===== config.mk =====
export PLATFORM = sky130hd
export DESIGN_NAME = sorted_table_insert_remove
export DESIGN_NICKNAME = d
export VERILOG_FILES = /design/src/hdl/sti_pkg.sv /design/src/hdl/sti_ram.sv /design/src/hdl/sti_datapath.sv /design/src/hdl/sti_controller.sv /design/src/hdl/sorted_table_insert_remove.sv
export SDC_FILE = /design/constraint.sdc
export NUM_CORES = 1
export LEC_CHECK = 0
export BUFFER_PORTS_ARGS = -buffer_cell sky130_fd_sc_hd__buf_2
export CAP_MARGIN = 20
export CORE_ASPECT_RATIO = 2
export CORE_UTILIZATION = 55
export CTS_BUF_LIST = sky130_fd_sc_hd__clkbuf_8
export DETAILED_ROUTE_END_ITERATION = 10
export GPL_TIMING_DRIVEN = 0
export PLACE_DENSITY = 0.81
export SETUP_SLACK_MARGIN = 0.02
export SLEW_MARGIN = 20
export SYNTH_ARGS = -nofsm -noshare
export SYNTH_HDL_FRONTEND = slang
export SYNTH_HIERARCHICAL = 1
export SYNTH_SLANG_ARGS = --single-unit

===== constraint.sdc =====
create_clock -name clk -period 18.45 [get_ports clk]
set_clock_uncertainty 0.2 [all_clocks]
set_input_delay 0.9225 -clock clk [delete_from_list [all_inputs] [get_ports clk]]
set_output_delay 0.9225 -clock clk [all_outputs]
set_load 0.01 [all_outputs]

===== src/hdl/sti_pkg.sv =====
// package for the sorted table insert/remove block
// holds sizes, status codes, state encoding and controller/datapath command types
// no dependencies
`default_nettype none

package sti_pkg;

    localparam int CAPACITY    = 16;
    localparam int ADDR_W      = $clog2(CAPACITY);
    localparam int CNT_W       = $clog2(CAPACITY + 1);
    localparam int DATA_W      = 32;
    localparam int COUNT_OUT_W = 5;

    typedef enum logic [1:0] {
        ST_DONE      = 2'd0,
        ST_NOT_FOUND = 2'd1,
        ST_FULL      = 2'd2
    } status_t;

    typedef enum logic [2:0] {
        S_IDLE,
        S_INS_CMP,
        S_INS_PUT,
        S_REM_SCAN,
        S_REM_SHIFT,
        S_FIN
    } state_t;

    typedef enum logic [2:0] {
        IDX_HOLD,
        IDX_LOAD_CNT,
        IDX_LOAD_ZERO,
        IDX_INC,
        IDX_DEC
    } idx_cmd_t;

    typedef enum logic [2:0] {
        RD_NONE,
        RD_CNT_M1,
        RD_IDX_M2,
        RD_IDX_P1,
        RD_IDX_P2,
        RD_ZERO
    } rd_cmd_t;

    typedef enum logic [1:0] {
        WR_NONE,
        WR_RDATA_AT_IDX,
        WR_VAL_AT_IDX
    } wr_cmd_t;

    typedef enum logic [1:0] {
        CNT_HOLD,
        CNT_INC,
        CNT_DEC
    } cnt_cmd_t;

    typedef struct packed {
        logic     load_req;
        idx_cmd_t idx_cmd;
        rd_cmd_t  rd_cmd;
        wr_cmd_t  wr_cmd;
        cnt_cmd_t cnt_cmd;
        logic     load_res;
        status_t  res_status;
    } cmd_t;

    typedef struct packed {
        logic full;
        logic empty;
        logic gt;
        logic eq;
        logic idx_is_one;
        logic last_scan;
        logic last_shift;
        logic res_free;
    } sts_t;

endpackage

`default_nettype wire


===== src/hdl/sti_ram.sv =====
// generic single write port, single read port ram with registered read data
// no dependencies
`default_nettype none

module sti_ram #(
    parameter int WIDTH = 32,
    parameter int DEPTH = 16
) (
    input  wire logic                     clk,
    input  wire logic                     wr_en,
    input  wire logic [$clog2(DEPTH)-1:0] wr_addr,
    input  wire logic [WIDTH-1:0]         wr_data,
    input  wire logic                     rd_en,
    input  wire logic [$clog2(DEPTH)-1:0] rd_addr,
    output logic      [WIDTH-1:0]         rd_data
);

    logic [WIDTH-1:0] mem_reg [DEPTH];
    logic [WIDTH-1:0] rd_data_reg;

    always_ff @(posedge clk)
    begin
        if (wr_en)
        begin
            mem_reg[wr_addr] <= wr_data;
        end
        if (rd_en)
        begin
            rd_data_reg <= mem_reg[rd_addr];
        end
    end

    assign rd_data = rd_data_reg;

endmodule

`default_nettype wire


===== src/hdl/sti_datapath.sv =====
// datapath: entry ram, position counter, entry count, smallest value shadow, result register
// depends on sti_pkg and sti_ram
`default_nettype none

module sti_datapath (
    input  wire logic                                clk,
    input  wire logic                                rst_n,
    input  wire sti_pkg::cmd_t                       cmd,
    output sti_pkg::sts_t                            sts,
    input  wire logic signed [sti_pkg::DATA_W-1:0]   value,
    output logic                                     out_valid,
    input  wire logic                                out_stall,
    output logic             [1:0]                   status,
    output logic             [sti_pkg::COUNT_OUT_W-1:0] entry_count,
    output logic signed      [sti_pkg::DATA_W-1:0]   smallest_value,
    output logic                                     is_empty
);

    localparam int CW = sti_pkg::CNT_W;
    localparam int AW = sti_pkg::ADDR_W;
    localparam int DW = sti_pkg::DATA_W;

    logic signed [DW-1:0] val_reg;
    logic        [CW-1:0] idx_reg, idx_next;
    logic        [CW-1:0] cnt_reg, cnt_next;
    logic        [DW-1:0] small_reg;

    logic                  res_valid_reg, res_valid_next;
    sti_pkg::status_t      res_status_reg;
    logic [sti_pkg::COUNT_OUT_W-1:0] res_count_reg;
    logic        [DW-1:0]  res_small_reg;
    logic                  res_empty_reg;

    logic          rd_en;
    logic [AW-1:0] rd_pos;
    logic          wr_en;
    logic [AW-1:0] wr_addr;
    logic [DW-1:0] wr_data;
    logic [DW-1:0] rd_data;
    logic [CW:0]   idx_p1, idx_p2;

    sti_ram #(
        .WIDTH (DW),
        .DEPTH (sti_pkg::CAPACITY)
    ) u_ram (
        .clk     (clk),
        .wr_en   (wr_en),
        .wr_addr (wr_addr),
        .wr_data (wr_data),
        .rd_en   (rd_en),
        .rd_addr (rd_pos),
        .rd_data (rd_data)
    );

    assign idx_p1 = (CW+1)'(idx_reg) + (CW+1)'(1);
    assign idx_p2 = (CW+1)'(idx_reg) + (CW+1)'(2);

    // read address select
    always_comb
    begin
        rd_en  = 1'b1;
        rd_pos = '0;
        unique case (cmd.rd_cmd)
            sti_pkg::RD_NONE:   rd_en  = 1'b0;
            sti_pkg::RD_CNT_M1: rd_pos = AW'(cnt_reg - CW'(1));
            sti_pkg::RD_IDX_M2: rd_pos = AW'(idx_reg - CW'(2));
            sti_pkg::RD_IDX_P1: rd_pos = idx_p1[AW-1:0];
            sti_pkg::RD_IDX_P2: rd_pos = idx_p2[AW-1:0];
            sti_pkg::RD_ZERO:   rd_pos = '0;
            default:            rd_en  = 1'b0;
        endcase
    end

    // write select
    always_comb
    begin
        wr_en   = 1'b0;
        wr_addr = idx_reg[AW-1:0];
        wr_data = rd_data;
        unique case (cmd.wr_cmd)
            sti_pkg::WR_NONE:         wr_en = 1'b0;
            sti_pkg::WR_RDATA_AT_IDX: wr_en = 1'b1;
            sti_pkg::WR_VAL_AT_IDX:
            begin
                wr_en   = 1'b1;
                wr_data = val_reg;
            end
            default:                  wr_en = 1'b0;
        endcase
    end

    always_comb
    begin
        idx_next = idx_reg;
        unique case (cmd.idx_cmd)
            sti_pkg::IDX_HOLD:      idx_next = idx_reg;
            sti_pkg::IDX_LOAD_CNT:  idx_next = cnt_reg;
            sti_pkg::IDX_LOAD_ZERO: idx_next = '0;
            sti_pkg::IDX_INC:       idx_next = idx_reg + CW'(1);
            sti_pkg::IDX_DEC:       idx_next = idx_reg - CW'(1);
            default:                idx_next = idx_reg;
        endcase
    end

    always_comb
    begin
        cnt_next = cnt_reg;
        unique case (cmd.cnt_cmd)
            sti_pkg::CNT_HOLD: cnt_next = cnt_reg;
            sti_pkg::CNT_INC:  cnt_next = cnt_reg + CW'(1);
            sti_pkg::CNT_DEC:  cnt_next = cnt_reg - CW'(1);
            default:           cnt_next = cnt_reg;
        endcase
    end

    always_comb
    begin
        if (cmd.load_res)
        begin
            res_valid_next = 1'b1;
        end
        else if (!out_stall)
        begin
            res_valid_next = 1'b0;
        end
        else
        begin
            res_valid_next = res_valid_reg;
        end
    end

    always_ff @(posedge clk or negedge rst_n)
    begin
        if (!rst_n)
        begin
            idx_reg       <= '0;
            cnt_reg       <= '0;
            res_valid_reg <= 1'b0;
        end
        else
        begin
            idx_reg       <= idx_next;
            cnt_reg       <= cnt_next;
            res_valid_reg <= res_valid_next;
        end
    end

    always_ff @(posedge clk)
    begin
        if (cmd.load_req)
        begin
            val_reg <= value;
        end
        // shadow copy of entry zero
        if (wr_en && (wr_addr == '0))
        begin
            small_reg <= wr_data;
        end
        if (cmd.load_res)
        begin
            res_status_reg <= cmd.res_status;
            res_count_reg  <= sti_pkg::COUNT_OUT_W'(cnt_reg);
            res_small_reg  <= (cnt_reg == '0) ? '0 : small_reg;
            res_empty_reg  <= (cnt_reg == '0);
        end
    end

    assign sts.full       = (cnt_reg == CW'(sti_pkg::CAPACITY));
    assign sts.empty      = (cnt_reg == '0);
    assign sts.gt         = ($signed(rd_data) > val_reg);
    assign sts.eq         = ($signed(rd_data) == val_reg);
    assign sts.idx_is_one = (idx_reg == CW'(1));
    assign sts.last_scan  = (idx_p1 == (CW+1)'(cnt_reg));
    assign sts.last_shift = (idx_p2 == (CW+1)'(cnt_reg));
    assign sts.res_free   = !res_valid_reg || !out_stall;

    assign out_valid      = res_valid_reg;
    assign status         = res_status_reg;
    assign entry_count    = res_count_reg;
    assign smallest_value = res_small_reg;
    assign is_empty       = res_empty_reg;

endmodule

`default_nettype wire


===== src/hdl/sti_controller.sv =====
// controller state machine: sequences insert scans, remove scans and shifts
// depends on sti_pkg
`default_nettype none

module sti_controller (
    input  wire logic          clk,
    input  wire logic          rst_n,
    input  wire logic          in_valid,
    output logic               in_stall,
    input  wire logic          mode,
    input  wire sti_pkg::sts_t sts,
    output sti_pkg::cmd_t      cmd
);

    sti_pkg::state_t  state_reg, state_next;
    sti_pkg::status_t stat_reg, stat_next;

    always_ff @(posedge clk or negedge rst_n)
    begin
        if (!rst_n)
        begin
            state_reg <= sti_pkg::S_IDLE;
            stat_reg  <= sti_pkg::ST_DONE;
        end
        else
        begin
            state_reg <= state_next;
            stat_reg  <= stat_next;
        end
    end

    always_comb
    begin
        state_next     = state_reg;
        stat_next      = stat_reg;
        in_stall       = 1'b1;
        cmd.load_req   = 1'b0;
        cmd.idx_cmd    = sti_pkg::IDX_HOLD;
        cmd.rd_cmd     = sti_pkg::RD_NONE;
        cmd.wr_cmd     = sti_pkg::WR_NONE;
        cmd.cnt_cmd    = sti_pkg::CNT_HOLD;
        cmd.load_res   = 1'b0;
        cmd.res_status = stat_reg;

        unique case (state_reg)
            sti_pkg::S_IDLE:
            begin
                in_stall = 1'b0;
                if (in_valid)
                begin
                    cmd.load_req = 1'b1;
                    stat_next    = sti_pkg::ST_DONE;
                    if (!mode)
                    begin
                        if (sts.full)
                        begin
                            stat_next  = sti_pkg::ST_FULL;
                            state_next = sti_pkg::S_FIN;
                        end
                        else if (sts.empty)
                        begin
                            cmd.idx_cmd = sti_pkg::IDX_LOAD_CNT;
                            state_next  = sti_pkg::S_INS_PUT;
                        end
                        else
                        begin
                            cmd.idx_cmd = sti_pkg::IDX_LOAD_CNT;
                            cmd.rd_cmd  = sti_pkg::RD_CNT_M1;
                            state_next  = sti_pkg::S_INS_CMP;
                        end
                    end
                    else
                    begin
                        if (sts.empty)
                        begin
                            stat_next  = sti_pkg::ST_NOT_FOUND;
                            state_next = sti_pkg::S_FIN;
                        end
                        else
                        begin
                            cmd.idx_cmd = sti_pkg::IDX_LOAD_ZERO;
                            cmd.rd_cmd  = sti_pkg::RD_ZERO;
                            state_next  = sti_pkg::S_REM_SCAN;
                        end
                    end
                end
            end

            // move larger entries up one slot from the top
            sti_pkg::S_INS_CMP:
            begin
                if (sts.gt)
                begin
                    cmd.wr_cmd  = sti_pkg::WR_RDATA_AT_IDX;
                    cmd.idx_cmd = sti_pkg::IDX_DEC;
                    if (sts.idx_is_one)
                    begin
                        state_next = sti_pkg::S_INS_PUT;
                    end
                    else
                    begin
                        cmd.rd_cmd = sti_pkg::RD_IDX_M2;
                    end
                end
                else
                begin
                    cmd.wr_cmd  = sti_pkg::WR_VAL_AT_IDX;
                    cmd.cnt_cmd = sti_pkg::CNT_INC;
                    state_next  = sti_pkg::S_FIN;
                end
            end

            sti_pkg::S_INS_PUT:
            begin
                cmd.wr_cmd  = sti_pkg::WR_VAL_AT_IDX;
                cmd.cnt_cmd = sti_pkg::CNT_INC;
                state_next  = sti_pkg::S_FIN;
            end

            sti_pkg::S_REM_SCAN:
            begin
                if (sts.eq)
                begin
                    if (sts.last_scan)
                    begin
                        cmd.cnt_cmd = sti_pkg::CNT_DEC;
                        state_next  = sti_pkg::S_FIN;
                    end
                    else
                    begin
                        cmd.rd_cmd = sti_pkg::RD_IDX_P1;
                        state_next = sti_pkg::S_REM_SHIFT;
                    end
                end
                else if (sts.last_scan)
                begin
                    stat_next  = sti_pkg::ST_NOT_FOUND;
                    state_next = sti_pkg::S_FIN;
                end
                else
                begin
                    cmd.idx_cmd = sti_pkg::IDX_INC;
                    cmd.rd_cmd  = sti_pkg::RD_IDX_P1;
                end
            end

            // close the gap one slot at a time
            sti_pkg::S_REM_SHIFT:
            begin
                cmd.wr_cmd = sti_pkg::WR_RDATA_AT_IDX;
                if (sts.last_shift)
                begin
                    cmd.cnt_cmd = sti_pkg::CNT_DEC;
                    state_next  = sti_pkg::S_FIN;
                end
                else
                begin
                    cmd.idx_cmd = sti_pkg::IDX_INC;
                    cmd.rd_cmd  = sti_pkg::RD_IDX_P2;
                end
            end

            sti_pkg::S_FIN:
            begin
                if (sts.res_free)
                begin
                    cmd.load_res = 1'b1;
                    state_next   = sti_pkg::S_IDLE;
                end
            end

            default:
            begin
                state_next = sti_pkg::S_IDLE;
            end
        endcase
    end

endmodule

`default_nettype wire


===== src/hdl/sorted_table_insert_remove.sv =====
// Sorted table of up to CAPACITY signed 32-bit values kept in ascending order
// in a single-port-read ram. An insert walks down from the top entry, moving
// each larger entry up one slot, and writes the new value into the gap; an
// insert into a full table goes straight to the finish state with a full
// status. A remove scans up from entry zero to the first match and then
// closes the gap one entry per cycle. At most one entry is read and one
// written per cycle. A new request is taken only once the previous one has
// reached the result register; a held result blocks it until it is taken.
// Top level: instantiates sti_controller and sti_datapath, depends on sti_pkg
`default_nettype none

module sorted_table_insert_remove (
    input  wire logic                                  clk,
    input  wire logic                                  rst_n,
    input  wire logic                                  in_valid,
    output logic                                       in_stall,
    input  wire logic                                  mode,
    input  wire logic signed [sti_pkg::DATA_W-1:0]     value,
    output logic                                       out_valid,
    input  wire logic                                  out_stall,
    output logic             [1:0]                     status,
    output logic             [sti_pkg::COUNT_OUT_W-1:0] entry_count,
    output logic signed      [sti_pkg::DATA_W-1:0]     smallest_value,
    output logic                                       is_empty
);

    sti_pkg::cmd_t cmd;
    sti_pkg::sts_t sts;

    sti_controller u_ctrl (
        .clk      (clk),
        .rst_n    (rst_n),
        .in_valid (in_valid),
        .in_stall (in_stall),
        .mode     (mode),
        .sts      (sts),
        .cmd      (cmd)
    );

    sti_datapath u_dp (
        .clk            (clk),
        .rst_n          (rst_n),
        .cmd            (cmd),
        .sts            (sts),
        .value          (value),
        .out_valid      (out_valid),
        .out_stall      (out_stall),
        .status         (status),
        .entry_count    (entry_count),
        .smallest_value (smallest_value),
        .is_empty       (is_empty)
    );

    a_busy_after_request: assert property (@(posedge clk) disable iff (!rst_n)
        in_valid && !in_stall |=> in_stall)
        else $error("request accepted while previous one still in progress");

    a_empty_smallest_zero: assert property (@(posedge clk) disable iff (!rst_n)
        out_valid && is_empty |-> (smallest_value == '0) && (entry_count == '0))
        else $error("empty table reports stored value or nonzero count");

    a_full_count: assert property (@(posedge clk) disable iff (!rst_n)
        out_valid && (status == sti_pkg::ST_FULL) |->
            (entry_count == sti_pkg::COUNT_OUT_W'(sti_pkg::CAPACITY)) && !is_empty)
        else $error("full status with count below capacity");

endmodule

`default_nettype wire


[Yosys cells after proc, flatten, opt, wreduce, memory -nomap -nowiden]
Memories as Yosys holds them, arrays and structs flattened. A register that Yosys moved wholly into a read port is not among the register bits.
Index checks and enable logic that the tools add are counted.
Widths: inputs -> output; s select.
Storage, ports and cells
  memories: 1
  logic and storage cells: 119
  memory bits (writable): 512
  register bits after elaboration: 120
  output and inout port bits: 42
Operators by class
  reduce and logical (&&, ||, !) cells: 14
  add/sub/neg operators: 7
  magnitude comparators: 1
  equal/unequal tests: 31
  mux-type cells: 54
Memories
  u_dp.u_ram.mem_reg: words 16, width 32, read ports 1, clocked after Yosys merged registers in 1, wr ports 1, RTL line sti_ram.sv:18  | logic [WIDTH-1:0] mem_reg [DEPTH];
Operators with widths (count)
  $mux 3: 12
  $eq 32x32->1: 1
  $gt 32x32->1: 1
  $mux 32: 1
  $mux 2: 12
  $pmux 6 s4: 1
  $pmux 5 s4: 1
  $eq 3x2->1 const B: 6
  $pmux 3 s6: 1
  $pmux 4 s4: 1
  $eq 3x3->1 const B: 5
  $mux 5: 3
  $mux 1: 14
  $eq 6x5->1: 2
  $mux 6: 2
  $add 5x1->5 const B: 2
  $ne 2x2->1 const B: 5
  $pmux 5 s2: 1
  $sub 5x1->5 const B: 2
  $eq 3x1->1 const B: 3
  $pmux 2 s4: 1
  $mux 7: 1
  $add 5x1->6 const B: 1
  $add 5x2->6 const B: 1
  22 further kinds: 27

[Logic depth before layout (Yosys ltp)]
Gate-level depths: netlist of run 1.
  depth in word-level cells: 9
  depth in mapped cells: 19

[By module]
The synthesis of run 1 kept the hierarchy.
By module, submodules not included
  sti_ram: area an instance 20155.6 sq um, seq. area each 16335.7 sq um, times used 1, cells an instance 838
  sti_datapath: area an instance 5856.9 sq um, seq. area each 3398.3 sq um, times used 1, cells an instance 467
  sti_controller: area an instance 493.0 sq um, seq. area each 125.1 sq um, times used 1, cells an instance 62

[Worst setup path after synthesis of run 1]
OpenSTA, ideal clock, no wires.
  path type: register to register
  from: register u_dp.u_ram.rd_data_reg[25] (netlist: u_dp/u_ram/rd_data[25]), read port of u_dp.u_ram.mem_reg
  to: memory u_dp.u_ram.mem_reg[0][0], enable pin
  setup slack: 12472 ps
  arrival time: 5317 ps
  stages on the path, launching flop included: 15
  buffers on the path: 0
  data required time: 17789 ps
  clock period less this slack: 5978 ps
  cell sequence: edfxtp_1 > ha_1 > a21o_1 > a221o_1 > a221oi_2 > o21ai_1 > or3_1 > a21oi_2 > nand3_1 > nand2_1 > inv_1 > ha_1 > inv_1 > or3b_2 > nor3_1
RTL lines
  start, declared: RTL line sti_ram.sv:19  | logic [WIDTH-1:0] rd_data_reg;
  end, declared: RTL line sti_ram.sv:18

==> results of run 1 <==
metrics by stage:
stage                     cell area, um2   util  setup slack, ns
after global placement             27700  0.583             8.67
after detailed placement           28500  0.600            11.70
after CTS                          30400  0.639            11.62
final                              30400  0.639            11.55
after global routing               30400  0.639            11.27
after floorplan                    26500      -            12.47
per-layer routing:
metal,GRT usage,share of wire,vias up
li1,-,-,5953
met1,0.310,0.32,7254
met2,0.471,0.53,953
met3,0.0603,0.091,230
met4,0.170,0.055,0
met5,0,0,-
kinds of logic (layout without fill, tap and decap cells):
kind of cell | count (synthesis) | in the layout | synth area share
compound gates | 155 | 155 | 0.0417
fa+ha+maj | 44 | 44 | 0.0208
mux | 165 | 165 | 0.124
simple gates | 201 | 201 | 0.0386
other cells | 0 | 1 | 0
flops | 664 | 664 | 0.749
xor+xnor | 21 | 21 | 0.00694
buf+inv | 117 | 399 | 0.0184
synth_stat cells (12+ instances only):
| cell type | n | area [um2] |
|---|---|---|
| a21oi_1 | 27 | 135 |
| a22oi_1 | 65 | 488 |
| buf_2 | 12 | 60.1 |
| clkbuf_1 | 35 | 131 |
| dfrtp_1 | 16 | 400 |
| edfxtp_1 | 648 | 19500 |
| ha_1 | 44 | 551 |
| inv_1 | 49 | 184 |
| mux2_2 | 31 | 349 |
| mux4_2 | 128 | 2880 |
| nand2_1 | 61 | 229 |
| nor2_1 | 36 | 135 |
| nor2b_1 | 38 | 238 |
| nor3_1 | 12 | 60.1 |
| o21ai_0 | 17 | 85.1 |
| xnor2_1 | 12 | 105 |
worst register-to-register path, delay by kind of cell (launching register included):
family	cells	cell delay, ns
buffers and inverters	4	1.60
and+or+nand+nor	4	1.60
muxes	1	0.43
DFF	1	0.39
AOI/OAI and AO/OA	8	2.10
adders and majority gates	1	0.32
final cells by class:
cell class | count | share of cell area
well taps | 632 | 0.0260
flip-flops and latches | 664 | 0.654
plain buffers | 67 | 0.00989
repair buffers | 121 | 0.0360
clock buffers | 90 | 0.0408
diodes | 1 | 0.0000824
multi-input cells | 586 | 0.207
clock inverters | 71 | 0.0201
inverters | 50 | 0.00622
worst min path at each step:
stage | slack (ns) | startpoint | depth (start not counted) | to
2_1_floorplan | 0.22 | u_dp/cnt_reg[3] | 0 | u_dp/entry_count[3]
3_3_place_gp | 0.23 | u_ctrl/stat_reg[1] | 0 | u_dp/status[1]
3_5_place_dp | 0.24 | u_ctrl/stat_reg[1] | 0 | u_dp/status[1]
4_1_cts | 0.16 | value[17] | 1 | u_dp/val_reg[17]
5_1_grt | 0.16 | value[18] | 1 | u_dp/val_reg[18]
6_report | 0.19 | value[18] | 1 | u_dp/val_reg[18]
==> summary.md, run 1 <==
| Metric | Value |
|---|---|
| Fin crit period | `roughly 6.9 ns` |
| Top Family by Delay on Critical Path | `compound AO/OA/AOI/OAI gates` |
| Die height | `312 um` |
| Number of global-route vias before repair | `15.3k` |
| Root buffer cell | `clkbuf_8` |
| Seq/Total Area, Yosys | `0.749` |
| DRT Wirelength | `64600 um` |
| RSZ-0062 raised after global routing | `false` |
| Cell area after synthesis | `26500 um2` |
| Drt pass-1 iters | `6` |
| Most common cell type on the critical path | `o21ai_0` |
| Area of the die | `49100 um2` |
| Post-cts sizing count | `0` |
| Worst path cell trace | `inv_1 > ha_1 > nand4_1 > nor4_1 > o21ai_1 > a31oi_2 > o21ai_0 > a21oi_2 > nand3_1 > o21ai_0 > clkbuf_1 > a21oi_1 > o32ai_1 > buf_2 > buf_1 > mux4_2 > a22oi_1 > nand2_1` |
| Final Non-Filler Cells | `2282` |
| Crit-path slowest cell | `nor4_1` |
| Dpl cells | `around 2.1k` |
| Worst Path Required | `around 19 ns` |
| FF+latch count, synth | `around 660` |
| CTS Buf Count | `between 80 and 90` |
| Area of the multi-input gates | `6290 um2` |
| DRC Markers | `0` |
| Storage element area | `just under 20000 um2` |
| Share of synthesized registers carrying an async set or reset | `0.0241` |
| Commonest non-fill, non-tap cell in the layout | `edfxtp_1` |
| Clock sink count | `664` |
| Setup_tns | `0 ns` |
| Final setup vio count | `0` |
| Routed vias/inst | `6.31` |
| Tcrit/Tclk final | `0.374` |
| Max Fclk | `0.145 GHz` |
| Ys flop type | `edfxtp_1` |
| Drt first-iter violations | `1660` |
| Total number of vias | `14.4k` |
| GPL Wtd Cong | `0.935` |
| Netlist cell types | `63` |
| Die Span X | `157 um` |
| Worst R2R End | `u_dp/u_ram/rd_data[12]` |
| Initial antenna violation count | `1` |
| Worst-Margin Slew | `about 1.1 ns` |
| Clk slew on worst S/H paths | `0.07 ns` |
| Worst rel slew slack | `0.293` |
| Worst-Skew Late Latency | `0.71 ns` |
| Row cnt | `~110` |
| Crit path launch | `u_dp/val_reg[14]` |
| Gr ovfl total | `0` |
| Layout area overhead | `14.6%` |
| Total core area | `approximately 48000 um2` |
| End of the critical path | `u_dp/u_ram/rd_data[12]` |
| Largest register FFs | `~500` |
| Longest Clk Path Bufs | `3` |
| Boundary pin count | `79` |
| Outcome | `finished clean` |
| Fin Hold WS | `0.192 ns` |
| Layout net count | `1658` |
| H-Tree Depth | `3` |
| Most frequent cells in the layout | `edfxtp_1, mux4_2, clkbuf_8, buf_2, inv_1` |
| Mapped Avg Cell Area | `19.4 um2` |
| Buffers on Ports | `just under 80` |
| Mapped Nets | `1448` |
| Kind of end point of the critical path | `flop` |
| Postcts setup bufs | `0` |
| CTS hold repair buffers | `1` |
| Post-synth EDFFs | `648` |
| DP HPWL | `42100 um` |
| Crit path launch type | `flop` |
| Worst path bufs/invs | `4` |
| Gr usage total | `0.275` |
| R2r worst-path depth | `18` |
| Hold Fails Final Rpt | `0` |
| R2R setup slack | `11.55 ns` |
| # Max-Cap Violations | `0` |
| CTS tree | `yes` |
| WP depth | `18` |
| Crit-path max FO | `10` |
| Synth Warn # | `6` |
| Post-Synthesis Cells | `1367` |
| Initial Util | `0.558` |
| Worst reg2reg startpoint | `u_dp/val_reg[14]` |
| Worst hold path class | `in -> reg` |
| First-pass GRT wire length | `94700 um` |
| Slowest stage delay, CP | `0.89 ns` |
| WS Path Type | `reg -> reg` |
| Largest net degree at the start of global routing | `42` |
| Post-DRT Antenna Nets | `0` |
| Fillers | `roughly 3.2k` |
| Slew Limit Fails | `0` |
| WL per Instance | `28.3 um` |
| Critical Path AT | `7.12 ns` |
| Layout cells sized above 1 | `0.277` |
Power of run 1 is left out: the tool's default activity adds up to more than one toggle a clock period on the data nets, which glitch-free logic cannot reach.
==> run 2, diff against run 1 <==
clock period = 7.1 ns   (was 18.45 ns; I/O delays follow)
==> summary.md, run 2 (same netlist as run 1, synthesis figures left out) <==
| Metric | Value |
|---|---|
| Outcome | `finished clean` |
| Top Family by Delay on Critical Path | `compound AO/OA/AOI/OAI gates` |
| Initial antenna violation count | `1` |
| Layout area overhead | `16.0%` |
| Commonest non-fill, non-tap cell in the layout | `edfxtp_1` |
| H-Tree Depth | `3` |
| Gr ovfl total | `0` |
| Gr usage total | `0.276` |
| DRT Wirelength | `between 60000 and 70000 um` |
| Slew Limit Fails | `0` |
| Worst path cell trace | `inv_1 > ha_1 > nand4_1 > nor4_2 > o21ai_1 > a31oi_2 > o21ai_0 > a21oi_2 > nand3_1 > o21ai_0 > clkbuf_1 > a21oi_1 > o32ai_1 > buf_2 > buf_1 > mux4_2 > a22oi_1 > nand2_1` |
| Peak supply drop | `0.361 mV` |
| Grt met3 use | `0.0599` |
| Critical Path AT | `6.91 ns` |
| CTS tree | `yes` |
| # Max-Cap Violations | `0` |
| Die Span X | `between 150 and 200 um` |
| Dpl cells | `2119` |
| Worst Path Required | `between 7 and 8 ns` |
| Fin Hold WS | `0.160 ns` |
| Number of global-route vias before repair | `between 15k and 20k` |
| PD cells | `540 nW/um2` |
| Initial Util | `0.558` |
| Max Fclk | `0.150 GHz` |
| Worst R2R End | `u_dp/u_ram/rd_data[12]` |
| Layout cells sized above 1 | `0.271` |
| Largest net degree at the start of global routing | `42` |
| DP HPWL | `42100 um` |
| Hold path cells | `2` |
| First-pass GRT wire length | `95300 um` |
| R2r worst-path depth | `18` |
| Total core area | `between 40000 and 50000 um2` |
| Hold Crit Endpoint | `u_dp/val_reg[17]` |
| Most common cell type on the critical path | `o21ai_0` |
| GPL Wtd Cong | `between 0.9 and 1` |
| Fillers | `3115` |
| Total number of vias | `about 15k` |
| Hold Fails Final Rpt | `0` |
| Worst path bufs/invs | `4` |
| Worst reg2reg startpoint | `u_dp/val_reg[14]` |
| Final setup vio count | `0` |
| Clk slew on worst S/H paths | `0.07 ns` |
| Crit path launch type | `flop` |
| Worst rel slew slack | `0.280` |
| WS Path Type | `reg -> reg` |
| Drt first-iter violations | `between 1.5k and 2k` |
| Drt pass-1 iters | `7` |
| Routed vias/inst | `6.25` |
| Area of the multi-input gates | `between 6000 and 7000 um2` |
| Worst hold path startpoint | `value[17]` |
| Clock sink count | `664` |
| Layout net count | `1695` |
| Most frequent cells in the layout | `edfxtp_1, mux4_2, clkbuf_8, buf_2, inv_1` |
| GR Util met1 | `0.312` |
| Final Non-Filler Cells | `between 2k and 2.5k` |
| Root buffer cell | `clkbuf_8` |
| Crit-path max FO | `10` |
| CTS Buf Count | `87` |
| Worst-Skew Late Latency | `0.70 ns` |
| Slowest stage delay, CP | `0.71 ns` |
| Die height | `between 300 and 400 um` |
| DRC Markers | `0` |
| WL per Instance | `27.9 um` |
| Worst hold path class | `in -> reg` |
| Worst-Margin Slew | `1.07 ns` |
| Row cnt | `113` |
| Fin crit period | `roughly 6.7 ns` |
| GR peak layer | `met2` |
| P_leak | `slightly above 10 nW` |
| Buffers on Ports | `78` |
| Storage element area | `between 15000 and 20000 um2` |
| Setup_tns | `0 ns` |
| Postcts setup bufs | `0` |
| Largest register FFs | `512` |
| Post-DRT Antenna Nets | `0` |
| Crit-path slowest cell | `nor4_2` |
| Boundary pin count | `79` |
| Grt met2 use | `0.473` |
| R2R setup slack | `around 0.42 ns` |
| Longest Clk Path Bufs | `3` |
| Kind of end point of the critical path | `flop` |
| RSZ-0062 raised after global routing | `false` |
| Area of the die | `49100 um2` |
| Tcrit/Tclk final | `0.941` |
-- run 2: cell count changes in the layout (fill, tap and decap cells not counted) --
cell / change
nor4_2: +1
nor4_1: -1
dlygate4sd3_1: +37
-- run 2: area by class of cell --
class                           instances  area share
Sequential cell                       664       0.646
Multi-Input combinational cell        586       0.205
Timing Repair Buffer                  158      0.0476
Clock buffer                           90      0.0403
Tap cell                              632      0.0257
Clock inverter                         71      0.0198
Buffer                                 67     0.00977
Inverter                               50     0.00615
Antenna cell                            1   0.0000814
-- run 2: metrics by stage --
step                      cell area [um2]  power, mW  setup WS [ns]   util
final                               30700       16.6          0.420  0.647
after CTS                           30700       16.6          0.269  0.647
after global routing                30700       17.3          0.201  0.647
after detailed placement            28500       13.6          0.350  0.600
after floorplan                     26500       11.0           1.12      -
after global placement              27700       13.0          -2.68  0.583
-- run 2: routing by layer --
| metal | vias up | share of wire |
|---|---|---|
| li1 | 6025 | - |
| met1 | 7348 | 0.33 |
| met2 | 900 | 0.53 |
| met3 | 230 | 0.085 |
| met4 | 0 | 0.056 |
| met5 | - | 0 |
-- run 2: worst max path at each step --
stage / start / to / slack [ns] / cells after the start
2_1_floorplan: u_dp/u_ram/rd_data[25] / u_dp/u_ram/mem_reg[0][0] / 1.12 / 14
3_3_place_gp: u_dp/val_reg[14] / u_dp/u_ram/mem_reg[8][13] / -2.68 / 15
3_5_place_dp: u_dp/val_reg[14] / u_dp/u_ram/rd_data[14] / 0.35 / 18
4_1_cts: u_dp/val_reg[14] / u_dp/u_ram/rd_data[12] / 0.27 / 18
5_1_grt: u_dp/u_ram/rd_data[7] / u_dp/u_ram/rd_data[13] / 0.20 / 17
6_report: u_dp/val_reg[14] / u_dp/u_ram/rd_data[12] / 0.42 / 18
-- run 2: power breakdown --
group          leakage, nW  internal [mW]  switching [mW]  total (mW)
clock                 1.00           1.54            1.43        2.97
combinational         3.24           2.76            4.50        7.26
sequential            6.09           6.10           0.282        6.38
total                 10.3           10.4            6.22        16.6
-- run 2: repair_timing --
item                       4_1_cts  5_1_grt
hold endpoints to repair        52        0
resized for setup                0        1
hold buffers                    38        0
setup endpoints to repair        0        9
Power figures use the tool's default switching activity.
